$ cat src/rtl/core/lbsd_pkg.sv
package lbsd_pkg;

    localparam int RING_DEPTH = 4096;
    localparam int RING_AW    = 12;
    localparam int FIFO_DEPTH = 4;
    localparam int FIFO_AW    = 2;

    localparam logic [1:0] ST_OK       = 2'd0;
    localparam logic [1:0] ST_SHORT    = 2'd1;
    localparam logic [1:0] ST_DIST     = 2'd2;
    localparam logic [1:0] ST_MISMATCH = 2'd3;

    localparam logic [4:0] MIN_COPY    = 5'd3;
    localparam logic [1:0] HDR_LAST    = 2'd3;
    localparam logic [3:0] FLAG_COUNT  = 4'd8;

    typedef struct packed {
        logic [7:0] in_byte;
        logic       first_byte;
        logic       final_byte;
    } in_item_t;

    typedef struct packed {
        logic [7:0] out_byte;
        logic       byte_valid;
        logic       done_res;
        logic [1:0] status;
    } out_item_t;

    typedef enum logic [1:0] {
        CMD_LIT,
        CMD_COPY,
        CMD_END
    } cmd_kind_t;

    typedef struct packed {
        cmd_kind_t            kind;
        logic [7:0]           data;
        logic [RING_AW-1:0]   src;
        logic [RING_AW-1:0]   dst;
        logic [4:0]           cnt;
        logic                 done;
        logic [1:0]           status;
    } cmd_t;

    typedef enum logic [2:0] {
        PH_IDLE,
        PH_HEADER,
        PH_WAIT5,
        PH_FLAG,
        PH_ITEM,
        PH_TOKLO
    } phase_t;

    typedef enum logic [1:0] {
        B_IDLE,
        B_COPY_RD,
        B_COPY_WR,
        B_STATUS
    } bstate_t;

endpackage

$ cat src/rtl/core/lbsd_cmd_fifo.sv
module lbsd_cmd_fifo (
    input  logic          aclk,
    input  logic          aresetn,
    input  logic          push,
    input  lbsd_pkg::cmd_t push_cmd,
    input  logic          pop,
    output lbsd_pkg::cmd_t head,
    output logic          empty,
    output logic          full
);

    lbsd_pkg::cmd_t                entry_reg [lbsd_pkg::FIFO_DEPTH];
    logic [lbsd_pkg::FIFO_AW-1:0]  wr_ptr_reg, wr_ptr_next;
    logic [lbsd_pkg::FIFO_AW-1:0]  rd_ptr_reg, rd_ptr_next;
    logic [lbsd_pkg::FIFO_AW:0]    count_reg, count_next;

    assign empty = (count_reg == '0);
    assign full  = (count_reg == (lbsd_pkg::FIFO_AW+1)'(lbsd_pkg::FIFO_DEPTH));
    assign head  = entry_reg[rd_ptr_reg];

    always_comb begin
        wr_ptr_next = push ? wr_ptr_reg + 1'b1 : wr_ptr_reg;
        rd_ptr_next = pop ? rd_ptr_reg + 1'b1 : rd_ptr_reg;
        count_next  = count_reg;
        if (push && !pop) begin
            count_next = count_reg + 1'b1;
        end else if (pop && !push) begin
            count_next = count_reg - 1'b1;
        end
    end

    always_ff @(posedge aclk) begin
        if (!aresetn) begin
            wr_ptr_reg <= '0;
            rd_ptr_reg <= '0;
            count_reg  <= '0;
        end else begin
            wr_ptr_reg <= wr_ptr_next;
            rd_ptr_reg <= rd_ptr_next;
            count_reg  <= count_next;
        end
    end

    always_ff @(posedge aclk) begin
        if (push) begin
            entry_reg[wr_ptr_reg] <= push_cmd;
        end
    end

endmodule

$ cat config.mk
export PLATFORM = sky130hd
export DESIGN_NAME = lbsd_cmd_fifo
export DESIGN_NICKNAME = d
export VERILOG_FILES = /design/src/rtl/core/lbsd_pkg.sv /design/src/rtl/core/lbsd_cmd_fifo.sv
export SDC_FILE = /design/constraint.sdc
export NUM_CORES = 1
export LEC_CHECK = 0
export ABC_CLOCK_PERIOD_IN_PS = 2300
export BUFFER_PORTS_ARGS = -buffer_cell sky130_fd_sc_hd__buf_2
export CAP_MARGIN = 20
export CORE_MARGIN = 2
export CORE_UTILIZATION = 28
export CTS_CLUSTER_DIAMETER = 60
export DETAILED_ROUTE_END_ITERATION = 12
export GPL_TIMING_DRIVEN = 0
export SLEW_MARGIN = 0
export SYNTH_ARGS = -nofsm -noshare
export SYNTH_HDL_FRONTEND = slang
export SYNTH_SLANG_ARGS = --single-unit
$ cat constraint.sdc
create_clock -name aclk -period 2.3 [get_ports aclk]
set_input_delay 0.345 -clock aclk [delete_from_list [all_inputs] [get_ports aclk]]
set_output_delay 0.345 -clock aclk [all_outputs]
set_load 0.01 [all_outputs]
Yosys cells after proc, flatten, opt, wreduce, memory -nomap -nowiden
Memory sizes are Yosys's and may differ from the RTL's. A register that Yosys moved wholly into a read port is not among the register bits.
Cells that the tools add are included.
W data, S select, Z words.
{"block": "word_totals", "memories": 1, "out_inout_bits": 44, "ram_bits": 168, "in_bits": 46, "word_cells": 21, "register_bits": 7}
{"memory": "entry_reg", "words": 4, "width": 42, "read_ports": 1, "rd_clocked_by_memory_dff": 1, "wr": 1, "line": "lbsd_cmd_fifo.sv:12", "source": "lbsd_pkg::cmd_t entry_reg [lbsd_pkg::FIFO_DEPTH];"}
{"block": "classes", "n_eq_ne": 1, "n_reduce_logical": 6, "mux": 6, "n_addsub": 4}
{"operator": "$mux W3", "n": 2}
{"operator": "$add A2 B1 Y2 const B", "n": 2}
{"operator": "$mux W2", "n": 2}
{"operator": "$add A3 B1 Y3 const B", "n": 1}
{"operator": "$eq A3 B3 Y1 const B", "n": 1}
{"operator": "$logic_not A3 Y1", "n": 1}
{"operator": "$sub A3 B1 Y3 const B", "n": 1}
{"operator": "$logic_and A1 B1 Y1", "n": 2}
{"operator": "$logic_not A1 Y1", "n": 2}
{"operator": "$mux W1", "n": 2}
{"operator": "$reduce_bool A2 Y1", "n": 1}

Longest topological paths before layout
{"block": "depth", "depth_word": 4, "depth_mapped": 7, "ltp_nobuf": 7}

Worst setup path before layout
Ideal clock, no wire load.
{"block": "synth_path", "kind": "register to register", "start": "reg wr_ptr_reg[0] (netlist bit)", "end": "mem entry_reg[2][0] (netlist bit) (enable)", "setup_time_ps": 403, "path_buffers": 0, "period_less_slack_ps": 1957, "t_required_ps": 1897, "setup_slack_ps": 343, "stages_incl_launch_ff": 4, "t_arrival_ps": 1554, "cell_sequence": "dfxtp_1 > inv_1 > ha_1 > and2_1"}
{"element": "start, declared", "line": "lbsd_cmd_fifo.sv:13", "source": "logic [lbsd_pkg::FIFO_AW-1:0] wr_ptr_reg, wr_ptr_next;"}
{"element": "start signal, assigned", "line": "lbsd_cmd_fifo.sv:38", "source": "wr_ptr_reg <= wr_ptr_next;"}
{"element": "end, declared", "line": "lbsd_cmd_fifo.sv:12"}
No word-level cell before the write port.

==> flow_metrics.py <==
metrics = {
    "status": {
        "status": "finished clean",
    },
    "layout": {
        "multiInputGateArea_um2": 1210,
        "final_cell_mix": "edfxtp_1 (168), buf_2 (90), mux4_2 (40)",
        "fillers": 2242,
        "areaGrowthSynthToFinish_pct": 22.1,
        "instances_no_fill": 705,
        "finalNetCount": 426,
        "seq_area_um2": 5230,
        "largest_reg_flops": 168,
        "final_layout_size_suffix_gt1_share_pct": 45.1,
        "final_common_cell": "edfxtp_1",
        "final_area_um2": 8010,
        "antenna_cells": 0,
    },
    "min_path": {
        "hold_depth": 1,
        "min_from": "push_cmd[33]",
        "whs_endpoint": "entry_reg[3][33]",
        "min_path_type": "input pin to flip-flop",
    },
    "die": {
        "floorplan.rows": 56,
        "initial_core_util_pct": 28.2,
        "ioPinCount": 90,
        "die_h_um": 157,
        "dieArea_um2": 24700,
        "fp.dieW_um": 157,
        "coreArea_um2": 23300,
    },
    "route": {
        "vias": 2944,
        "dr_wl_met2_um": 6470,
        "wl_met3_um": 447,
        "drt-met1-wl_um": 5310,
        "vias_per_cell": 4.18,
        "drt_iter0_markers": 97,
        "wire_per_inst_um": 17.5,
        "wirelength_um": 12400,
        "highest_layer": "met4",
        "drc": 0,
        "first_pass_iters": 3,
        "ant_nets": 0,
    },
    "clock_network": {
        "htreeDepth": 4,
        "cts_num_sinks": 177,
        "cts_tree": "done",
        "cts_root_buf": "clkbuf_16",
        "clk_latency_ns": 0.41,
        "clockBufferDepth": 2,
        "cts_setup_buffers": 0,
        "clkTransAtPathRegs_ns": 0.07,
        "cts_inserted_buffers": 17,
    },
    "power": {
        "total_power_mw": 7.02,
        "p_leak_nw": 2.68,
        "irDropWorstVdd_mv": 0.413,
        "pwr_density_cell_nw_per_um2": 877,
    },
    "critical_path": {
        "cp_slowest_cell": "mux4_2",
        "r2r_slack_ns": 0.58,
        "crit_path_max_incr_delay_ns": 0.52,
        "worstReg2RegEnd": "entry_reg[0][32]",
        "startpoint_type": "flip-flop",
        "reg2reg_depth": 4,
        "cp_cell_sequence": "buf_6, buf_12, mux4_2, buf_2",
        "worstReg2RegStart": "wr_ptr_reg[1]",
        "path_class": "flip-flop to output pin",
        "worstPathMaxFanout": 10,
        "required_ns": 1.96,
        "arrival_ns": 1.75,
        "cp-end-kind": "output pin",
    },
    "run": {
        "drv_cap": 0,
    },
    "grt": {
        "globalRoute.totalOverflow": 0,
        "grt_pass1_wl_um": 18700,
        "grt_pass1_vias": 3255,
        "antenna_found_initial": 0,
        "grt_max_degree": 28,
        "grt_usage_pct": 10.5,
    },
    "synth": {
        "syn_area_per_cell_um2": 24.9,
        "synth_warnings": 0,
        "postSynthCellCount": 263,
        "yosysSeqAreaShare_pct": 79.7,
        "syn_nets": 315,
        "syn_area_um2": 6560,
        "ys_types": 22,
        "synth_seq_cells": 177,
    },
    "sta": {
        "period_share_pct": 91.2,
        "max_freq_mhz": 477,
        "tightest_slew_ns": 0.629,
        "slew_headroom_pct": 58.1,
        "rsz0062_at_grt": "no",
        "slew_violations": 0,
        "skew_ns": 0.00731,
        "setup_violations": 0,
        "min_period_ns": 2.10,
        "hold_violations": 0,
        "holdWs_ns": 0.148,
    },
    "place": {
        "dpl.hpwl_um": 7940,
        "portBuffers": 89,
        "gp_congestion": 0.651,
        "dpl_cell_area_um2": 7490,
        "dpl.cell_count": 675,
    },
}
## how the worst max path moves through the flow
stage	startpoint	depth (start not counted)	slack, ns	endpoint
floorplan	wr_ptr_reg[0]	3	0.34	entry_reg[2][0]
global placement	wr_ptr_reg[0]	3	-0.61	entry_reg[0][1]
detailed placement	push	7	0.32	count_reg[2]
CTS	flip-flop	4	-0.01	head[4]
global route	flip-flop	3	0.08	head[12]
finish	flip-flop	4	0.20	head[23]
## report_power, final
part	leakage, nW	switching, mW	internal, mW
Sequential	1.62	0.0463	3.70
Clock	0.244	1.17	1.37
Combinational	0.814	0.382	0.361
Total	2.68	1.60	5.42
## synthesized netlist by cell type
master	n	area share (%)
buf_2	4	0.31
mux4_1	2	0.80
o21ai_0	1	0.076
mux4_2	40	14
nor3b_1	1	0.11
inv_1	4	0.23
xnor2_1	2	0.27
buf_12	4	1.2
nor2b_1	2	0.19
mux2i_1	2	0.31
fa_1	1	0.31
xor2_1	3	0.40
a21boi_0	1	0.11
edfxtp_1	168	77
nand2_1	1	0.057
and2_1	9	0.86
or3_1	1	0.095
ha_1	5	0.95
buf_6	1	0.17
nor3_1	1	0.076
clkbuf_1	1	0.057
dfxtp_1	9	2.7
## repair_timing
action	CTS	global route
setup endpoints to repair	12	29
hold buffers	0	0
gates resized for setup	1	2
## through the flow
step	setup slack (ns)	TNS, ns	util [%]
floorplan	0.343	0	-
global placement	-0.608	-92.81	31.8
detailed placement	0.319	0	32.2
CTS	-0.00966	-0.0397	34.4
global route	0.0836	0	34.4
finish	0.202	0	34.4
## logic make-up after synthesis
logic type               synth area share, %
AND/OR/NAND/NOR                         1.39
flip-flops                              79.7
multiplexers                            14.8
XOR/XNOR                               0.668
AO/OA/AOI/OAI                          0.191
buffers and inverters                   1.98
adder cells (fa/ha/maj)                 1.26
## critical path, delay by kind of cell (launching register included)
family | cells | cell delay (ns)
multiplexers | 1 | 0.52
buffers and inverters | 3 | 0.50
flip-flops | 1 | 0.33
## layer usage
metal | up-vias | global-route usage [%]
met2 | 56 | 18.1
met1 | 1558 | 12.8
met5 | - | 0
met3 | 10 | 2.92
li1 | 1320 | -
met4 | 0 | 3.51
## area by class of cell
| type | count | share of cell area [%] |
|---|---|---|
| timing repair buffer | 93 | 6.56 |
| tap | 319 | 4.98 |
| multi-input combinational | 72 | 15.1 |
| buffer | 9 | 1.48 |
| inverter | 4 | 0.187 |
| sequential | 177 | 65.2 |
| clock inverter | 14 | 1.14 |
| clock buffer | 17 | 5.31 |
(Power assumes the default switching activity.)
