File: config.mk
export PLATFORM = sky130hd
export DESIGN_NAME = lbsd_back
export DESIGN_NICKNAME = d
export VERILOG_FILES = /design/src/rtl/core/lbsd_pkg.sv /design/src/rtl/core/lbsd_back.sv
export SDC_FILE = /design/constraint.sdc
export NUM_CORES = 1
export LEC_CHECK = 0
export BUFFER_PORTS_ARGS = -buffer_cell sky130_fd_sc_hd__buf_4
export CORE_UTILIZATION = 49
export CTS_BUF_LIST = sky130_fd_sc_hd__clkbuf_8
export CTS_CLUSTER_SIZE = 40
export DETAILED_ROUTE_END_ITERATION = 16
export PLACE_DENSITY = 0.8
export SYNTH_ARGS = -nofsm -noshare
export SYNTH_HDL_FRONTEND = slang
export SYNTH_SLANG_ARGS = --single-unit
File: constraint.sdc
create_clock -name aclk -period 2.2 [get_ports aclk]
set_input_delay 0 -clock aclk [delete_from_list [all_inputs] [get_ports aclk]]
set_output_delay 0 -clock aclk [all_outputs]
set_load 0.02 [all_outputs]
File: src/rtl/core/lbsd_pkg.sv
package lbsd_pkg;

    localparam int RING_DEPTH = 4096;
    localparam int RING_AW    = 12;
    localparam int FIFO_DEPTH = 4;
    localparam int FIFO_AW    = 2;

    localparam logic [1:0] ST_OK       = 2'd0;
    localparam logic [1:0] ST_SHORT    = 2'd1;
    localparam logic [1:0] ST_DIST     = 2'd2;
    localparam logic [1:0] ST_MISMATCH = 2'd3;

    localparam logic [4:0] MIN_COPY    = 5'd3;
    localparam logic [1:0] HDR_LAST    = 2'd3;
    localparam logic [3:0] FLAG_COUNT  = 4'd8;

    typedef struct packed {
        logic [7:0] in_byte;
        logic       first_byte;
        logic       final_byte;
    } in_item_t;

    typedef struct packed {
        logic [7:0] out_byte;
        logic       byte_valid;
        logic       done_res;
        logic [1:0] status;
    } out_item_t;

    typedef enum logic [1:0] {
        CMD_LIT,
        CMD_COPY,
        CMD_END
    } cmd_kind_t;

    typedef struct packed {
        cmd_kind_t            kind;
        logic [7:0]           data;
        logic [RING_AW-1:0]   src;
        logic [RING_AW-1:0]   dst;
        logic [4:0]           cnt;
        logic                 done;
        logic [1:0]           status;
    } cmd_t;

    typedef enum logic [2:0] {
        PH_IDLE,
        PH_HEADER,
        PH_WAIT5,
        PH_FLAG,
        PH_ITEM,
        PH_TOKLO
    } phase_t;

    typedef enum logic [1:0] {
        B_IDLE,
        B_COPY_RD,
        B_COPY_WR,
        B_STATUS
    } bstate_t;

endpackage

File: src/rtl/core/lbsd_back.sv
module lbsd_back (
    input  logic                          aclk,
    input  logic                          aresetn,
    input  lbsd_pkg::cmd_t                head,
    input  logic                          empty,
    output logic                          pop,
    output logic                          ram_we,
    output logic [lbsd_pkg::RING_AW-1:0]  ram_waddr,
    output logic [7:0]                    ram_wdata,
    output logic [lbsd_pkg::RING_AW-1:0]  ram_raddr,
    input  logic [7:0]                    ram_rdata,
    output logic                          m_valid,
    input  logic                          m_ready,
    output lbsd_pkg::out_item_t           m_item
);

    lbsd_pkg::bstate_t              state_reg, state_next;
    logic [lbsd_pkg::RING_AW-1:0]   src_reg, src_next;
    logic [lbsd_pkg::RING_AW-1:0]   dst_reg, dst_next;
    logic [4:0]                     cnt_reg, cnt_next;
    logic                           done_reg, done_next;
    logic [1:0]                     status_reg, status_next;
    logic                           fwd_reg, fwd_next;
    logic [7:0]                     last_reg, last_next;
    logic                           m_valid_reg, m_valid_next;
    lbsd_pkg::out_item_t            m_item_reg, m_item_next;

    logic                           slot_free;
    logic [7:0]                     byte_sel;

    assign slot_free = !m_valid_reg || m_ready;
    // distance one reads the byte written in the same cycle
    assign byte_sel  = fwd_reg ? last_reg : ram_rdata;

    always_comb begin
        state_next   = state_reg;
        src_next     = src_reg;
        dst_next     = dst_reg;
        cnt_next     = cnt_reg;
        done_next    = done_reg;
        status_next  = status_reg;
        fwd_next     = fwd_reg;
        last_next    = last_reg;
        pop          = 1'b0;
        ram_we       = 1'b0;
        ram_waddr    = dst_reg;
        ram_wdata    = byte_sel;
        ram_raddr    = src_reg;
        m_valid_next = m_valid_reg && !m_ready;
        m_item_next  = m_item_reg;

        case (state_reg)
            lbsd_pkg::B_IDLE: begin
                if (!empty) begin
                    case (head.kind)
                        lbsd_pkg::CMD_LIT: begin
                            if (slot_free) begin
                                pop          = 1'b1;
                                ram_we       = 1'b1;
                                ram_waddr    = head.dst;
                                ram_wdata    = head.data;
                                m_valid_next = 1'b1;
                                m_item_next  = '{out_byte: head.data, byte_valid: 1'b1,
                                                 done_res: 1'b0, status: lbsd_pkg::ST_OK};
                                status_next  = head.status;
                                if (head.done) begin
                                    state_next = lbsd_pkg::B_STATUS;
                                end
                            end
                        end
                        lbsd_pkg::CMD_COPY: begin
                            pop         = 1'b1;
                            src_next    = head.src;
                            dst_next    = head.dst;
                            cnt_next    = head.cnt;
                            done_next   = head.done;
                            status_next = head.status;
                            fwd_next    = 1'b0;
                            state_next  = lbsd_pkg::B_COPY_RD;
                        end
                        lbsd_pkg::CMD_END: begin
                            if (slot_free) begin
                                pop          = 1'b1;
                                m_valid_next = 1'b1;
                                m_item_next  = '{out_byte: 8'd0, byte_valid: 1'b0,
                                                 done_res: 1'b1, status: head.status};
                            end
                        end
                        default: begin
                            pop = 1'b1;
                        end
                    endcase
                end
            end
            lbsd_pkg::B_COPY_RD: begin
                state_next = lbsd_pkg::B_COPY_WR;
            end
            lbsd_pkg::B_COPY_WR: begin
                if (slot_free) begin
                    ram_we       = 1'b1;
                    ram_raddr    = src_reg + 1'b1;
                    m_valid_next = 1'b1;
                    m_item_next  = '{out_byte: byte_sel, byte_valid: 1'b1,
                                     done_res: 1'b0, status: lbsd_pkg::ST_OK};
                    src_next     = src_reg + 1'b1;
                    dst_next     = dst_reg + 1'b1;
                    cnt_next     = cnt_reg - 1'b1;
                    fwd_next     = ((src_reg + 1'b1) == dst_reg);
                    last_next    = byte_sel;
                    if (cnt_reg == 5'd1) begin
                        state_next = done_reg ? lbsd_pkg::B_STATUS : lbsd_pkg::B_IDLE;
                    end
                end
            end
            lbsd_pkg::B_STATUS: begin
                if (slot_free) begin
                    m_valid_next = 1'b1;
                    m_item_next  = '{out_byte: 8'd0, byte_valid: 1'b0,
                                     done_res: 1'b1, status: status_reg};
                    state_next   = lbsd_pkg::B_IDLE;
                end
            end
            default: begin
                state_next = lbsd_pkg::B_IDLE;
            end
        endcase
    end

    always_ff @(posedge aclk) begin
        if (!aresetn) begin
            state_reg   <= lbsd_pkg::B_IDLE;
            m_valid_reg <= 1'b0;
            fwd_reg     <= 1'b0;
        end else begin
            state_reg   <= state_next;
            m_valid_reg <= m_valid_next;
            fwd_reg     <= fwd_next;
        end
    end

    always_ff @(posedge aclk) begin
        src_reg    <= src_next;
        dst_reg    <= dst_next;
        cnt_reg    <= cnt_next;
        done_reg   <= done_next;
        status_reg <= status_next;
        last_reg   <= last_next;
        m_item_reg <= m_item_next;
    end

    assign m_valid = m_valid_reg;
    assign m_item  = m_item_reg;

endmodule

==> Word level (Yosys, flattened, before mapping) <==
Index checks and enable logic that the tools add are counted.
Widths: inputs -> output; s select.
{ "word_totals": {"regBits": 56, "inputBits": 54, "out_inout_bits": 47, "wordCells": 108} }
{ "op_classes": {"addsub": 3, "eq_ne": 18, "muxes": 55, "n_bitwise": 1, "n_reduce_logical": 18} }
{ "op_table": {"columns": ["cell", "count"], "rows": [
  ["$mux 12", 16],
  ["$pmux 12 s2", 3],
  ["$mux 8", 5],
  ["$pmux 12 s3", 1],
  ["$add 12x1->12 const B", 2],
  ["$mux 2", 8],
  ["$mux 5", 3],
  ["$reduce_and 7->1", 2],
  ["$eq 12x12->1", 1],
  ["$mux 1", 12],
  ["$ne 2x2->1 const B", 5],
  ["$pmux 5 s2", 1],
  ["$ne 3x3->1 const B", 3],
  ["$pmux 2 s2", 2],
  ["$pmux 2 s4", 1],
  ["$reduce_and 4->1", 2],
  ["$eq 2x2->1 const B", 3],
  ["$ne 3x1->1 const B", 2],
  ["$pmux 1 s2", 3],
  ["$reduce_and 3->1", 2],
  ["$eq 5x1->1 const B", 1],
  ["$sub 5x1->5 const B", 1],
  ["$eq 2x1->1 const B", 2],
  ["$logic_not 2->1", 2],
  ["9 further kinds", 12]
]} }

==> Longest topological paths before layout <==
{ "logic_depth": {"ltp_word": 6, "ltp_mapped": 8, "mapped_depth_nobuf": 7} }

==> Worst setup path before layout <==
OpenSTA, ideal clock, no wires.
{ "synth_path": {"path_kind": "flip-flop to flip-flop", "start": "register src_reg[1] in the netlist's numbering", "end": "register fwd_reg", "setup_ns": 0.069, "arrival_time_ns": 2.137, "t_required_ns": 2.131, "slack_ns": -0.006, "path_stages_with_launch": 9, "path_buffers": 2, "synth_period_minus_slack_ns": 2.206, "cell_sequence": "edfxtp_1 > ha_1 > buf_6 > and3_4 > buf_6 > and3_1 > or4b_1 > or4_1 > o21ai_1"} }
{ "synth_between": {"elab_chain_len": 4} }
{ "synth_rtl": {"columns": ["element", "line", "source"], "rows": [
  ["start: declaration", "lbsd_back.sv:18", "logic [lbsd_pkg::RING_AW-1:0] src_reg, src_next;"],
  ["start signal: assignment", "lbsd_back.sv:142", "src_reg <= src_next;"],
  ["$add 12x1->12", "lbsd_back.sv:108", "fwd_next = ((src_reg + 1'b1) == dst_reg);"],
  ["$eq 12x12->1", "lbsd_back.sv:108", null],
  ["$mux 1", "lbsd_back.sv:99", "if (slot_free) begin"],
  ["$pmux 1 s2", "lbsd_back.sv:52", "case (state_reg)"],
  ["end signal: assignment", "lbsd_back.sv:137", "fwd_reg <= fwd_next;"],
  ["end: declaration", "lbsd_back.sv:23", "logic fwd_reg, fwd_next;"]
]} }
Every way passes these cells. The select of a mux whose other input is x is not followed.
A chain may end at the register's enable or synchronous reset.

==> Worst setup path after layout <==
{ "layout_path": {"start": "register src_reg[0] in the netlist's numbering", "end": "register fwd_reg"} }
The elaborated chain is that of the path after synthesis.

==> run metrics <==
status=completed; CTS buffer count=5; Netlist Area Pre-Place=between 0.003 and 0.004 mm²; Vias=3176; Remaining DRCs=0; Slew HR=approximately three fifths; ys flop type=edfxtp_1; Yosys cell types=39; Worst-path clk slew=0.10 ns; crit path time final=roughly 2.1 ns; synthesis-stage register bit count=56; share of the synthesized area in the top cell type=~44%; initial antenna violation count=0; pre-CTS setup slack=0.0494 ns; CP Data Required Time=around 2.5 ns; Psw=between 0.0008 and 0.0009 W; CTS tree=yes; Sequential Power Share=49.5%; Synth area leaders=edfxtp_1 44%, mux2_2 9.1%, xnor2_1 7.6%; sum of negative setup slack=0 ns; drt wl/cell=15.5 µm; DP Wirelength=approximately 6500 µm; DRT iter0 DRCs=around 210; Die Wd=between 80 and 90 µm; Reg2Reg Setup Slack=roughly 0.09 ns; hold depth=2; most instantiated cells after synthesis=55 x nand2_1, 52 x edfxtp_1, 32 x o21ai_0, 31 x xnor2_1, 29 x mux2_2; vias per cell=~5.3; Longest Clk Path Bufs=2; Worst Setup End Kind=register; core box area=approximately 0.0069 mm²; worst-margin pin slew=0.581 ns; power share of the clock group=about a fifth; total gr overflow=0; r2r endpoint=fwd_reg; Root Buffer=clkbuf_8; EDFF count, synth=52; vias in the first global route=about 3100; Setup violations, final=0; critical path peak fanout=7; final setup margin=approximately 0.088 ns; Mapped Nets=420; crit share post-route=a little over nine tenths; Comb pwr share=between 20 and 30%; Total Wirelength=roughly 9200 µm; pwr dens=~550 mW/mm²; internal power=between 0.0015 and 0.002 W; area grow syn2layout=38.2%; FF-to-FF path depth=6; GR Util All Layers=between 20 and 30%; Layout Skew=0.00893 ns; Initial Util=between 50% and 60%; CP arrival=2.36 ns; Post-DRT Antenna Nets=0; Worst Hold Launch=ram_rdata[6]; NumNets Final=556; Min-Delay Endpoint=last_reg[6]; die height=87.5 µm; IO buf count=100; Slew Viols, Final=0; die area=~0.0077 mm²; startpoint types=register; htree depth=2; clk_lat worst skew=roughly 0.32 ns; first-pass GRT wire length=14700 µm; largest net degree at the start of global routing=56; RSZ-0062 raised after global routing=no; First-pass DRT Iterations=5; f_max=473 MHz; Hold Path Class=input port to register; Worst R2R Start=src_reg[0]; VDD IR max=between 300 and 400 µV; area leader, netlist=edfxtp_1; floorplan row count=30; post-layout util=71.6%; top-count cell post-synth=nand2_1; cell count after synthesis=about 360; layout cells sized above 1=between 30% and 40%; leakage=~2.0 nW; io pins=just over 100; Ys Warns=0; Mean Syn Cell Area=between 9 and 10 µm²; ANT cells=0; Setup CP Type=register to register; Async S/R FF share, synth=0%; clock sinks=56; post-synthesis sequential area ratio=45.9%; routability cong.=between 0.8 and 0.9; CP Launch Point=src_reg[0]; max-cap viol count=0; Final Hold Fails=0; Sw Share=approximately 31%
==> kinds of logic (layout without fill, tap and decap cells) <==
kind of cell	Yosys count	count (layout)	share of synthesized area, %
buffers and inverters	35	172	4.51
DFF	56	56	45.9
adders and majority gates	4	4	1.40
and+or+nand+nor	133	133	17.5
AOI/OAI and AO/OA	54	54	9.12
xor gates and xnor gates	51	51	12.5
muxes	29	29	9.12
==> what timing repair did <==
action | 4_1_cts | 5_1_grt
hold endpoints to repair | 42 | 0
gates resized for setup | 0 | 2
endpoints found under the setup margin | 0 | 1
buffers inserted | 0 | 1
hold buffers | 40 | 0
==> power groups by stage <==
stage	Combinational (W)	Clock, W	Sequential [W]
floorplan	0.000451	0	0.00137
global placement	0.000733	0	0.00137
detailed placement	0.000753	0	0.00138
CTS	0.000814	0.000576	0.00135
global route	0.000888	0.000614	0.00137
finish	0.000817	0.000567	0.00136
==> metal layers <==
metal / vias to the layer above / global-route usage (%) / routed length, µm
met5: - / 0 / 0
met3: 6 / 3.60 / 495
met2: 120 / 45.9 / 4770
met1: 1499 / 31.1 / 3930
met4: 0 / 5.81 / 52
li1: 1551 / - / -
==> stage by stage <==
stage          power, W  instance area (µm²)  std cells  hold WS [ns]
2_1_floorplan   0.00182                 3580        362        0.0869
3_3_place_gp    0.00211                 4440        546         0.190
3_5_place_dp    0.00213                 4440        546         0.191
4_1_cts         0.00275                 4930        594        0.0137
5_1_grt         0.00287                 4950        595        0.0102
6_report        0.00274                 4950        595        0.0166
==> final cells by class <==
class                      count  area (µm²)
clock buffer                   5        68.8
fill                         535        1960
inverter                       6        22.5
clock inverter                 3        17.5
tap                           96         120
sequential                    56        1640
multi-input combinational    271        1790
timing repair buffer         158        1290
==> layout by cell type (no fill, tap or decap), types with 4 or more instances in the layout <==
cell type | synthesis | routed
a21oi_1 | 4 | 4
a22o_1 | 8 | 8
and3_1 | 6 | 6
buf_4 | 1 | 118
clkbuf_8 | 0 | 5
dfxtp_1 | 4 | 4
dlygate4sd3_1 | 0 | 40
edfxtp_1 | 52 | 52
inv_1 | 6 | 6
mux2_2 | 29 | 29
nand2_1 | 55 | 55
nand3_1 | 13 | 12
nand4_1 | 8 | 8
nor2_1 | 25 | 25
nor2b_1 | 5 | 5
nor3_1 | 7 | 6
o21ai_0 | 32 | 32
xnor2_1 | 31 | 31
xor2_1 | 20 | 20
==> worst max path at each step <==
stage	end	slack (ns)	cells after the start
finish	fwd_reg	0.09	6
global placement	fwd_reg	0.16	6
global route	fwd_reg	0.006	6
CTS	fwd_reg	0.01	6
detailed placement	fwd_reg	0.05	6
floorplan	fwd_reg	0.01	8
==> critical path, stage by stage, from the launching register on <==
cell and delay (ns):
edfxtp_1 0.41, ha_2 0.26, and3_4 0.22, and3_1 0.14, or4b_1 0.48, or4_1 0.40
o21ai_1 0.13
Note: power is estimated with default switching activity, not from simulation.
