===== src/rtl/core/lbsd_pkg.sv =====
package lbsd_pkg;

    localparam int RING_DEPTH = 4096;
    localparam int RING_AW    = 12;
    localparam int FIFO_DEPTH = 4;
    localparam int FIFO_AW    = 2;

    localparam logic [1:0] ST_OK       = 2'd0;
    localparam logic [1:0] ST_SHORT    = 2'd1;
    localparam logic [1:0] ST_DIST     = 2'd2;
    localparam logic [1:0] ST_MISMATCH = 2'd3;

    localparam logic [4:0] MIN_COPY    = 5'd3;
    localparam logic [1:0] HDR_LAST    = 2'd3;
    localparam logic [3:0] FLAG_COUNT  = 4'd8;

    typedef struct packed {
        logic [7:0] in_byte;
        logic       first_byte;
        logic       final_byte;
    } in_item_t;

    typedef struct packed {
        logic [7:0] out_byte;
        logic       byte_valid;
        logic       done_res;
        logic [1:0] status;
    } out_item_t;

    typedef enum logic [1:0] {
        CMD_LIT,
        CMD_COPY,
        CMD_END
    } cmd_kind_t;

    typedef struct packed {
        cmd_kind_t            kind;
        logic [7:0]           data;
        logic [RING_AW-1:0]   src;
        logic [RING_AW-1:0]   dst;
        logic [4:0]           cnt;
        logic                 done;
        logic [1:0]           status;
    } cmd_t;

    typedef enum logic [2:0] {
        PH_IDLE,
        PH_HEADER,
        PH_WAIT5,
        PH_FLAG,
        PH_ITEM,
        PH_TOKLO
    } phase_t;

    typedef enum logic [1:0] {
        B_IDLE,
        B_COPY_RD,
        B_COPY_WR,
        B_STATUS
    } bstate_t;

endpackage


===== src/rtl/core/lbsd_front.sv =====
module lbsd_front (
    input  logic              aclk,
    input  logic              aresetn,
    input  logic              take,
    input  lbsd_pkg::in_item_t item,
    output logic              push,
    output lbsd_pkg::cmd_t    cmd
);

    lbsd_pkg::phase_t               phase_reg, phase_next, phase_eff;
    logic [31:0]                    rem_reg, rem_next, rem_eff;
    logic [1:0]                     hc_reg, hc_next, hc_eff;
    logic [7:0]                     flags_reg, flags_next, flags_eff;
    logic [3:0]                     left_reg, left_next, left_eff;
    logic [7:0]                     th_reg, th_next;
    logic [lbsd_pkg::RING_AW-1:0]   wptr_reg, wptr_next, wptr_eff;
    logic                           full_reg, full_next, full_eff;

    logic [31:0]                    hdr_val;
    logic [15:0]                    token;
    logic [lbsd_pkg::RING_AW:0]     back_dist;
    logic [4:0]                     cnt;
    logic [lbsd_pkg::RING_AW:0]     wptr_sum;
    logic [31:0]                    cnt_ext;

    // a first byte restarts the resource before the byte itself is decoded
    assign phase_eff = item.first_byte ? lbsd_pkg::PH_HEADER : phase_reg;
    assign rem_eff   = item.first_byte ? '0 : rem_reg;
    assign hc_eff    = item.first_byte ? '0 : hc_reg;
    assign flags_eff = item.first_byte ? '0 : flags_reg;
    assign left_eff  = item.first_byte ? '0 : left_reg;
    assign wptr_eff  = item.first_byte ? '0 : wptr_reg;
    assign full_eff  = item.first_byte ? 1'b0 : full_reg;

    assign hdr_val   = {rem_eff[23:0], item.in_byte};
    assign token     = {th_reg, item.in_byte};
    assign back_dist = {1'b0, token[lbsd_pkg::RING_AW-1:0]} + 1'b1;
    assign cnt       = {1'b0, token[15:12]} + lbsd_pkg::MIN_COPY;
    assign cnt_ext   = 32'(cnt);
    assign wptr_sum  = {1'b0, wptr_eff} + (lbsd_pkg::RING_AW+1)'(cnt);

    always_comb begin
        phase_next = phase_reg;
        rem_next   = rem_reg;
        hc_next    = hc_reg;
        flags_next = flags_reg;
        left_next  = left_reg;
        th_next    = th_reg;
        wptr_next  = wptr_reg;
        full_next  = full_reg;
        push       = 1'b0;
        cmd        = '0;
        cmd.kind   = lbsd_pkg::CMD_END;
        cmd.dst    = wptr_eff;
        cmd.data   = item.in_byte;

        if (take) begin
            phase_next = phase_eff;
            rem_next   = rem_eff;
            hc_next    = hc_eff;
            flags_next = flags_eff;
            left_next  = left_eff;
            wptr_next  = wptr_eff;
            full_next  = full_eff;
            if (item.first_byte) begin
                th_next = '0;
            end
            case (phase_eff)
                lbsd_pkg::PH_HEADER: begin
                    rem_next = hdr_val;
                    hc_next  = hc_eff + 1'b1;
                    if (hc_eff == lbsd_pkg::HDR_LAST) begin
                        phase_next = (hdr_val == '0) ? lbsd_pkg::PH_WAIT5 : lbsd_pkg::PH_FLAG;
                    end
                    if (item.final_byte) begin
                        push       = 1'b1;
                        cmd.done   = 1'b1;
                        cmd.status = lbsd_pkg::ST_SHORT;
                        phase_next = lbsd_pkg::PH_IDLE;
                    end
                end
                lbsd_pkg::PH_WAIT5: begin
                    push       = 1'b1;
                    cmd.done   = 1'b1;
                    cmd.status = lbsd_pkg::ST_OK;
                    phase_next = lbsd_pkg::PH_IDLE;
                end
                lbsd_pkg::PH_FLAG: begin
                    flags_next = item.in_byte;
                    left_next  = lbsd_pkg::FLAG_COUNT;
                    phase_next = lbsd_pkg::PH_ITEM;
                    if (item.final_byte) begin
                        push       = 1'b1;
                        cmd.done   = 1'b1;
                        cmd.status = lbsd_pkg::ST_MISMATCH;
                        phase_next = lbsd_pkg::PH_IDLE;
                    end
                end
                lbsd_pkg::PH_ITEM: begin
                    flags_next = {1'b0, flags_eff[7:1]};
                    left_next  = left_eff - 1'b1;
                    if (flags_eff[0]) begin
                        th_next    = item.in_byte;
                        phase_next = lbsd_pkg::PH_TOKLO;
                        if (item.final_byte) begin
                            push       = 1'b1;
                            cmd.done   = 1'b1;
                            cmd.status = lbsd_pkg::ST_MISMATCH;
                            phase_next = lbsd_pkg::PH_IDLE;
                        end
                    end else begin
                        push      = 1'b1;
                        cmd.kind  = lbsd_pkg::CMD_LIT;
                        wptr_next = wptr_eff + 1'b1;
                        full_next = full_eff | (wptr_eff == '1);
                        rem_next  = rem_eff - 1'b1;
                        if (rem_eff == 32'd1) begin
                            cmd.done   = 1'b1;
                            cmd.status = lbsd_pkg::ST_OK;
                            phase_next = lbsd_pkg::PH_IDLE;
                        end else begin
                            phase_next = (left_next == '0) ? lbsd_pkg::PH_FLAG
                                                           : lbsd_pkg::PH_ITEM;
                            if (item.final_byte) begin
                                cmd.done   = 1'b1;
                                cmd.status = lbsd_pkg::ST_MISMATCH;
                                phase_next = lbsd_pkg::PH_IDLE;
                            end
                        end
                    end
                end
                lbsd_pkg::PH_TOKLO: begin
                    push = 1'b1;
                    // history holds min(bytes_out, ring size) valid bytes
                    if (!full_eff && (back_dist > {1'b0, wptr_eff})) begin
                        cmd.done   = 1'b1;
                        cmd.status = lbsd_pkg::ST_DIST;
                        phase_next = lbsd_pkg::PH_IDLE;
                    end else begin
                        cmd.kind  = lbsd_pkg::CMD_COPY;
                        cmd.src   = wptr_eff - back_dist[lbsd_pkg::RING_AW-1:0];
                        cmd.cnt   = cnt;
                        wptr_next = wptr_sum[lbsd_pkg::RING_AW-1:0];
                        full_next = full_eff | wptr_sum[lbsd_pkg::RING_AW];
                        rem_next  = rem_eff - cnt_ext;
                        if (rem_eff == cnt_ext) begin
                            cmd.done   = 1'b1;
                            cmd.status = lbsd_pkg::ST_OK;
                            phase_next = lbsd_pkg::PH_IDLE;
                        end else if (rem_eff < cnt_ext) begin
                            cmd.done   = 1'b1;
                            cmd.status = lbsd_pkg::ST_MISMATCH;
                            phase_next = lbsd_pkg::PH_IDLE;
                        end else begin
                            phase_next = (left_eff == '0) ? lbsd_pkg::PH_FLAG
                                                          : lbsd_pkg::PH_ITEM;
                            if (item.final_byte) begin
                                cmd.done   = 1'b1;
                                cmd.status = lbsd_pkg::ST_MISMATCH;
                                phase_next = lbsd_pkg::PH_IDLE;
                            end
                        end
                    end
                end
                lbsd_pkg::PH_IDLE: begin
                    phase_next = lbsd_pkg::PH_IDLE;
                end
                default: begin
                    phase_next = lbsd_pkg::PH_IDLE;
                end
            endcase
        end
    end

    always_ff @(posedge aclk) begin
        if (!aresetn) begin
            phase_reg <= lbsd_pkg::PH_IDLE;
            rem_reg   <= '0;
            hc_reg    <= '0;
            flags_reg <= '0;
            left_reg  <= '0;
            th_reg    <= '0;
            wptr_reg  <= '0;
            full_reg  <= 1'b0;
        end else begin
            phase_reg <= phase_next;
            rem_reg   <= rem_next;
            hc_reg    <= hc_next;
            flags_reg <= flags_next;
            left_reg  <= left_next;
            th_reg    <= th_next;
            wptr_reg  <= wptr_next;
            full_reg  <= full_next;
        end
    end

endmodule


===== config.mk =====
export PLATFORM = sky130hd
export DESIGN_NAME = lbsd_front
export DESIGN_NICKNAME = d
export VERILOG_FILES = /design/src/rtl/core/lbsd_pkg.sv /design/src/rtl/core/lbsd_front.sv
export SDC_FILE = /design/constraint.sdc
export NUM_CORES = 1
export LEC_CHECK = 0
export BUFFER_PORTS_ARGS = -buffer_cell sky130_fd_sc_hd__buf_2
export CORE_UTILIZATION = 35
export CTS_BUF_LIST = sky130_fd_sc_hd__clkbuf_4
export DETAILED_ROUTE_END_ITERATION = 16
export PLACE_DENSITY = 0.48
export SLEW_MARGIN = 10
export SYNTH_ARGS = -nofsm -noshare
export SYNTH_HDL_FRONTEND = slang
export SYNTH_SLANG_ARGS = --single-unit

===== constraint.sdc =====
create_clock -name aclk -period 5.3 [get_ports aclk]
set_clock_uncertainty 0.15 [all_clocks]
set_input_delay 1.06 -clock aclk [delete_from_list [all_inputs] [get_ports aclk]]
set_output_delay 1.06 -clock aclk [all_outputs]
set_load 0.1 [all_outputs]

== Yosys cells after proc, flatten, opt, wreduce, memory -nomap -nowiden ==
Index checks and enable logic that the tools add are counted.
Storage, ports and cells
  register bits after elaboration: 70
  bits of input ports: 13
  output and inout port bits: 43
  logic and storage cells: 96
Operators by class
  add/sub/neg operators: 9
  order comparisons: 2
  eq/ne operators: 9
  multiplexer cells: 59
  bitwise gates (word level): 2
  reduce and logical (&&, ||, !) cells: 7
Operator list (count)
  32-bit two-way mux: 3
  32-bit case mux with 3 select lines: 1
  12-bit two-way mux: 6
  3-bit two-way mux: 21
  8-bit two-way mux: 5
  32-bit by 1-bit == test with 1-bit output (second input constant): 1
  32-bit by 5-bit == test with 1-bit output: 1
  32-bit zero test: 1
  32-bit by 5-bit less-than comparator with 1-bit output: 1
  32-bit by 1-bit subtractor with 32-bit output (second input constant): 1
  32-bit by 5-bit subtractor with 32-bit output: 1
  12-bit case mux with 2 select lines: 1
  8-bit case mux with 2 select lines: 1
  3-bit case mux with 5 select lines: 1
  12-bit by 1-bit adder with 13-bit output (second input constant): 1
  12-bit by 5-bit adder with 13-bit output: 1
  13-bit by 12-bit greater-than comparator with 1-bit output: 1
  12-bit by 1-bit adder with 12-bit output (second input constant): 1
  12-bit == test (second input constant): 1
  3-bit case mux with 4 select lines: 1
  12-bit subtractor: 1
  2-bit two-way mux: 5
  5-bit two-way mux: 2
  4-bit zero test: 2
  other kinds (17): 27

== Logic depth before layout (Yosys ltp) ==
  depth in word-level cells: 8
  gate-level depth with buffers: 16
  mapped depth without buffers: 15

== Worst setup path before layout ==
Ideal clock, no wire load.
  path kind: input to output
  start point: in item[1] (netlist name)
  end point: out push
  data arrival time: 6.950 ns
  required time: 4.090 ns
  setup slack: -2.860 ns
  stages: 7
  path buffers: 5
  cell sequence: buf_2 -> clkbuf_1 -> buf_2 -> buf_2 -> buf_2 -> o21ai_0 -> a2111oi_0
On the way
  longest elaborated chain between the ends: 5
  elaborated cells between the ends (all ways): 12
  classes of those cells: 5 x eq/ne; 5 x mux; 2 x reduce/logical
RTL lines
  start: declaration: line lbsd_front.sv:5  | input lbsd_pkg::in_item_t item,
  3-bit two-way mux: line lbsd_front.sv:27  | assign phase_eff = item.first_byte ? lbsd_pkg::PH_HEADER : phase_reg;
  3-bit == test, or another cell as far along: line lbsd_front.sv:68  | case (phase_eff)
  2-bit OR reduction (no line)
  1-bit case mux with 3 select lines *: line lbsd_front.sv:68
  1-bit two-way mux *: line lbsd_front.sv:57  | if (take) begin
  end: declaration: line lbsd_front.sv:6  | output logic push,
Every way passes the cells marked *; elsewhere a longest branch is shown, timed or not.

==> flow_metrics.tcl <==
set metrics [dict create \
    synth_top_area_share_pct 17.5 \
    cts_tree "yes" \
    clk_latency_ps 490 \
    path_class "input port to output port" \
    startpoint_type "input port" \
    clk_pin_slew_ps 160 \
    timing.hold.ws_ps 313 \
    die_area_um2 23500 \
    cts.htree.levels 3 \
    seqPwrFrac_pct 35.4 \
    final_nets 1280 \
    holdCritStartpoint "hc_reg[1]" \
    core_um2 22600 \
    swShare_pct 44.5 \
    use_met2_pct 45.1 \
    synth.distinct_cells 91 \
    grt_busiest_layer "met2" \
    r2r_end "rem_reg[11]" \
    holdCritPathClass "flop to flop" \
    netlist_area_um2 8030 \
    final_area_um2 9800 \
    synth-seq-cells 70 \
    finalSetupViolCount 0 \
    clk_path_buf_depth 2 \
    worstPathRequired_ps 4090 \
    pwr-share-comb_pct 39.8 \
    cts_inserted_buffers 9 \
    drt-total-wl_um 34100 \
    drv_slew 0 \
    std_cell_rows 55 \
    end_kind "output port" \
    overflow 0 \
    status "completed" \
    synthFlopType "dfxtp_1" \
    r2r_cells 11 \
    area_delta_synth_final_pct 22.1 \
    final_util_pct 43.4 \
    clkPwrFrac_pct 24.8 \
    power.switching_mw 0.727 \
    rr_startpoint "th_reg[4]" \
    grtUsageTotal_pct 29.0 \
    avgSynthCellArea_um2 6.92 \
    layout-drive-gt1-share_pct 21.1 \
    finalCriticalPeriod_ps 5190 \
    antenna_found_initial 2 \
    drc 0 \
    routed_via_density 6.24 \
    power_density_nw_per_um2 167 \
    start_util_pct 35.6 \
    cp_max_fo 5 \
    dp_hpwl_um 24400 \
    grtUsageMet1_pct 41.7 \
    die_height_um 153 \
    antenna_left 0 \
    leakagePower_nw 3.63 \
    finalHoldViolations 0 \
    drt_iter0_markers 1009 \
    num-fill-cells 2411 \
    min_period_over_period_pct 97.9 \
    min_to "hc_reg[1]" \
    p_int_mw 0.907 \
    cts_sinks 70 \
    post_dp_cell_area_um2 9470 \
    grt_start_max_net_pins 49 \
    gp_congestion 0.927 \
    yosys-top-cells-area "dfxtp_1, ha_1, a21oi_1" \
    largest_register_ffs 32 \
    worst_pin_slew_ps 1160 \
    via_count 9439 \
    worstPathArrival_ps 3980 \
    fp.dieW_um 153 \
    multi_input_area_um2 6390 \
    use_met3_pct 4.20 \
    synth.largest_area_cell "dfxtp_1" \
    ys.warnings.count 0 \
    syn_inst 1160 \
    power_mw 1.63 \
    wl_per_cell_um 22.5 \
    irDropWorstVdd_mv 0.106 \
    maxCapViolations 0 \
    cts_root_buf "clkbuf_4" \
    synth-seq-area-share_pct 17.5 \
    whs_path_depth 2 \
    syn-num-nets 1219 \
    fmax_mhz 193 \
    grt_pass1_wl_um 52900 \
    synth_edf_count 0 \
    first_pass_iters 6 \
    async_flop_share_pct 0 \
    slew_headroom_pct 22.0 \
    io_pins 56 \
    regArea_um2 1400 \
    reg2reg_slack_ps 1430 \
    io_buffers 55 \
    grt_pass1_vias 8859 \
]
worst max-delay path, cell delays in order:
cell and delay [ps]:
buf_6 90, ha_4 150, nand3_4 90, nor2_4 170, nand4_1 170, xnor2_2 250, ha_4 250, buf_4 150
a21o_1 170, a21oi_2 130, nand3_2 120, o211ai_4 250, nand4_4 120, or4_4 550, nand2_4 80, buf_12 170
worst max path at each step:
stage	slack [ps]	to	start	cells past startpoint
3_3_place_gp	-160	cmd[31]	item[3]	16
3_5_place_dp	-240	cmd[31]	item[2]	16
2_1_floorplan	-260	cmd[31]	item[1]	14
5_1_grt	-6	cmd[31]	item[3]	16
6_report	110	cmd[31]	item[3]	16
4_1_cts	5	cmd[31]	item[2]	17
layout by cell type, fill, tap and decap left out, drive strengths merged, types with 15 or more instances in the layout:
master / n
nand2: 115
o21ai: 95
nor3: 49
a21oi: 98
nor4: 38
dfxtp: 70
nor2b: 33
xor2: 15
buf: 143
nor2: 104
inv: 53
nand3: 43
ha: 43
xnor2: 26
a31oi: 30
cells by family (layout without fill, tap and decap cells):
family	Yosys count	count (layout)	share of synthesized area, %
AO/OA/AOI/OAI	378	378	30.9
flip-flops	70	70	17.5
adder cells (fa/ha/maj)	46	46	7.45
XOR/XNOR	41	41	4.47
other	0	2	0
multiplexers	7	7	0.873
AND/OR/NAND/NOR	468	468	30.9
buffers and inverters	150	216	7.92
power groups by stage:
stage          logic [mW]  registers, mW  clock network [mW]
6_report            0.650          0.579               0.405
5_1_grt             0.695          0.582               0.430
4_1_cts             0.629          0.577               0.409
3_5_place_dp        0.623          0.588                   0
3_3_place_gp        0.624          0.589                   0
2_1_floorplan       0.458          0.565                   0
synthesized netlist by cell type, drive strengths merged, types with 11 or more instances:
cell and number:
nor4 38, xor2 15, inv 55, dfxtp 70
a211oi 11, buf 31, nor2 104, nand3 43
a21oi 98, or2 11, a31oi 30, nand2 115
o21ai 95, a22oi 14, or3 14, o211ai 14
nor2b 33, clkbuf 62, nand4 11, nor3 49
xnor2 26, ha 43
routing by layer:
metal	share of wire, %	vias to the layer above
met5	0	-
met4	1.8	0
met3	8.2	45
met2	45	455
met1	45	4525
li1	-	4414
repair_timing:
action,4_1_cts,5_1_grt
resized for setup,23,15
hold buffers,0,0
buffers inserted,1,3
setup endpoints to repair,15,15
pin swaps,14,19
cloned,0,0
stage by stage:
step	setup slack [ps]	setup TNS (ps)	std cells
after floorplan	-256	-3170	1160
after global placement	-164	-928	1492
after detailed placement	-244	-2030	1492
after CTS	5.23	0	1508
after global routing	-5.86	-5.86	1513
final	110	0	1513
area by class of cell:
cell class              instances  share of cell area (%)
multi-input cells             940                    65.2
flip-flops and latches         70                    14.3
repair buffers                143                    13.1
well taps                     285                    3.64
inverters                      57                    2.29
clock inverters                 7                   0.766
clock buffers                   9                   0.689
diodes                          2                  0.0511
Note: power is estimated with default switching activity, not from simulation.
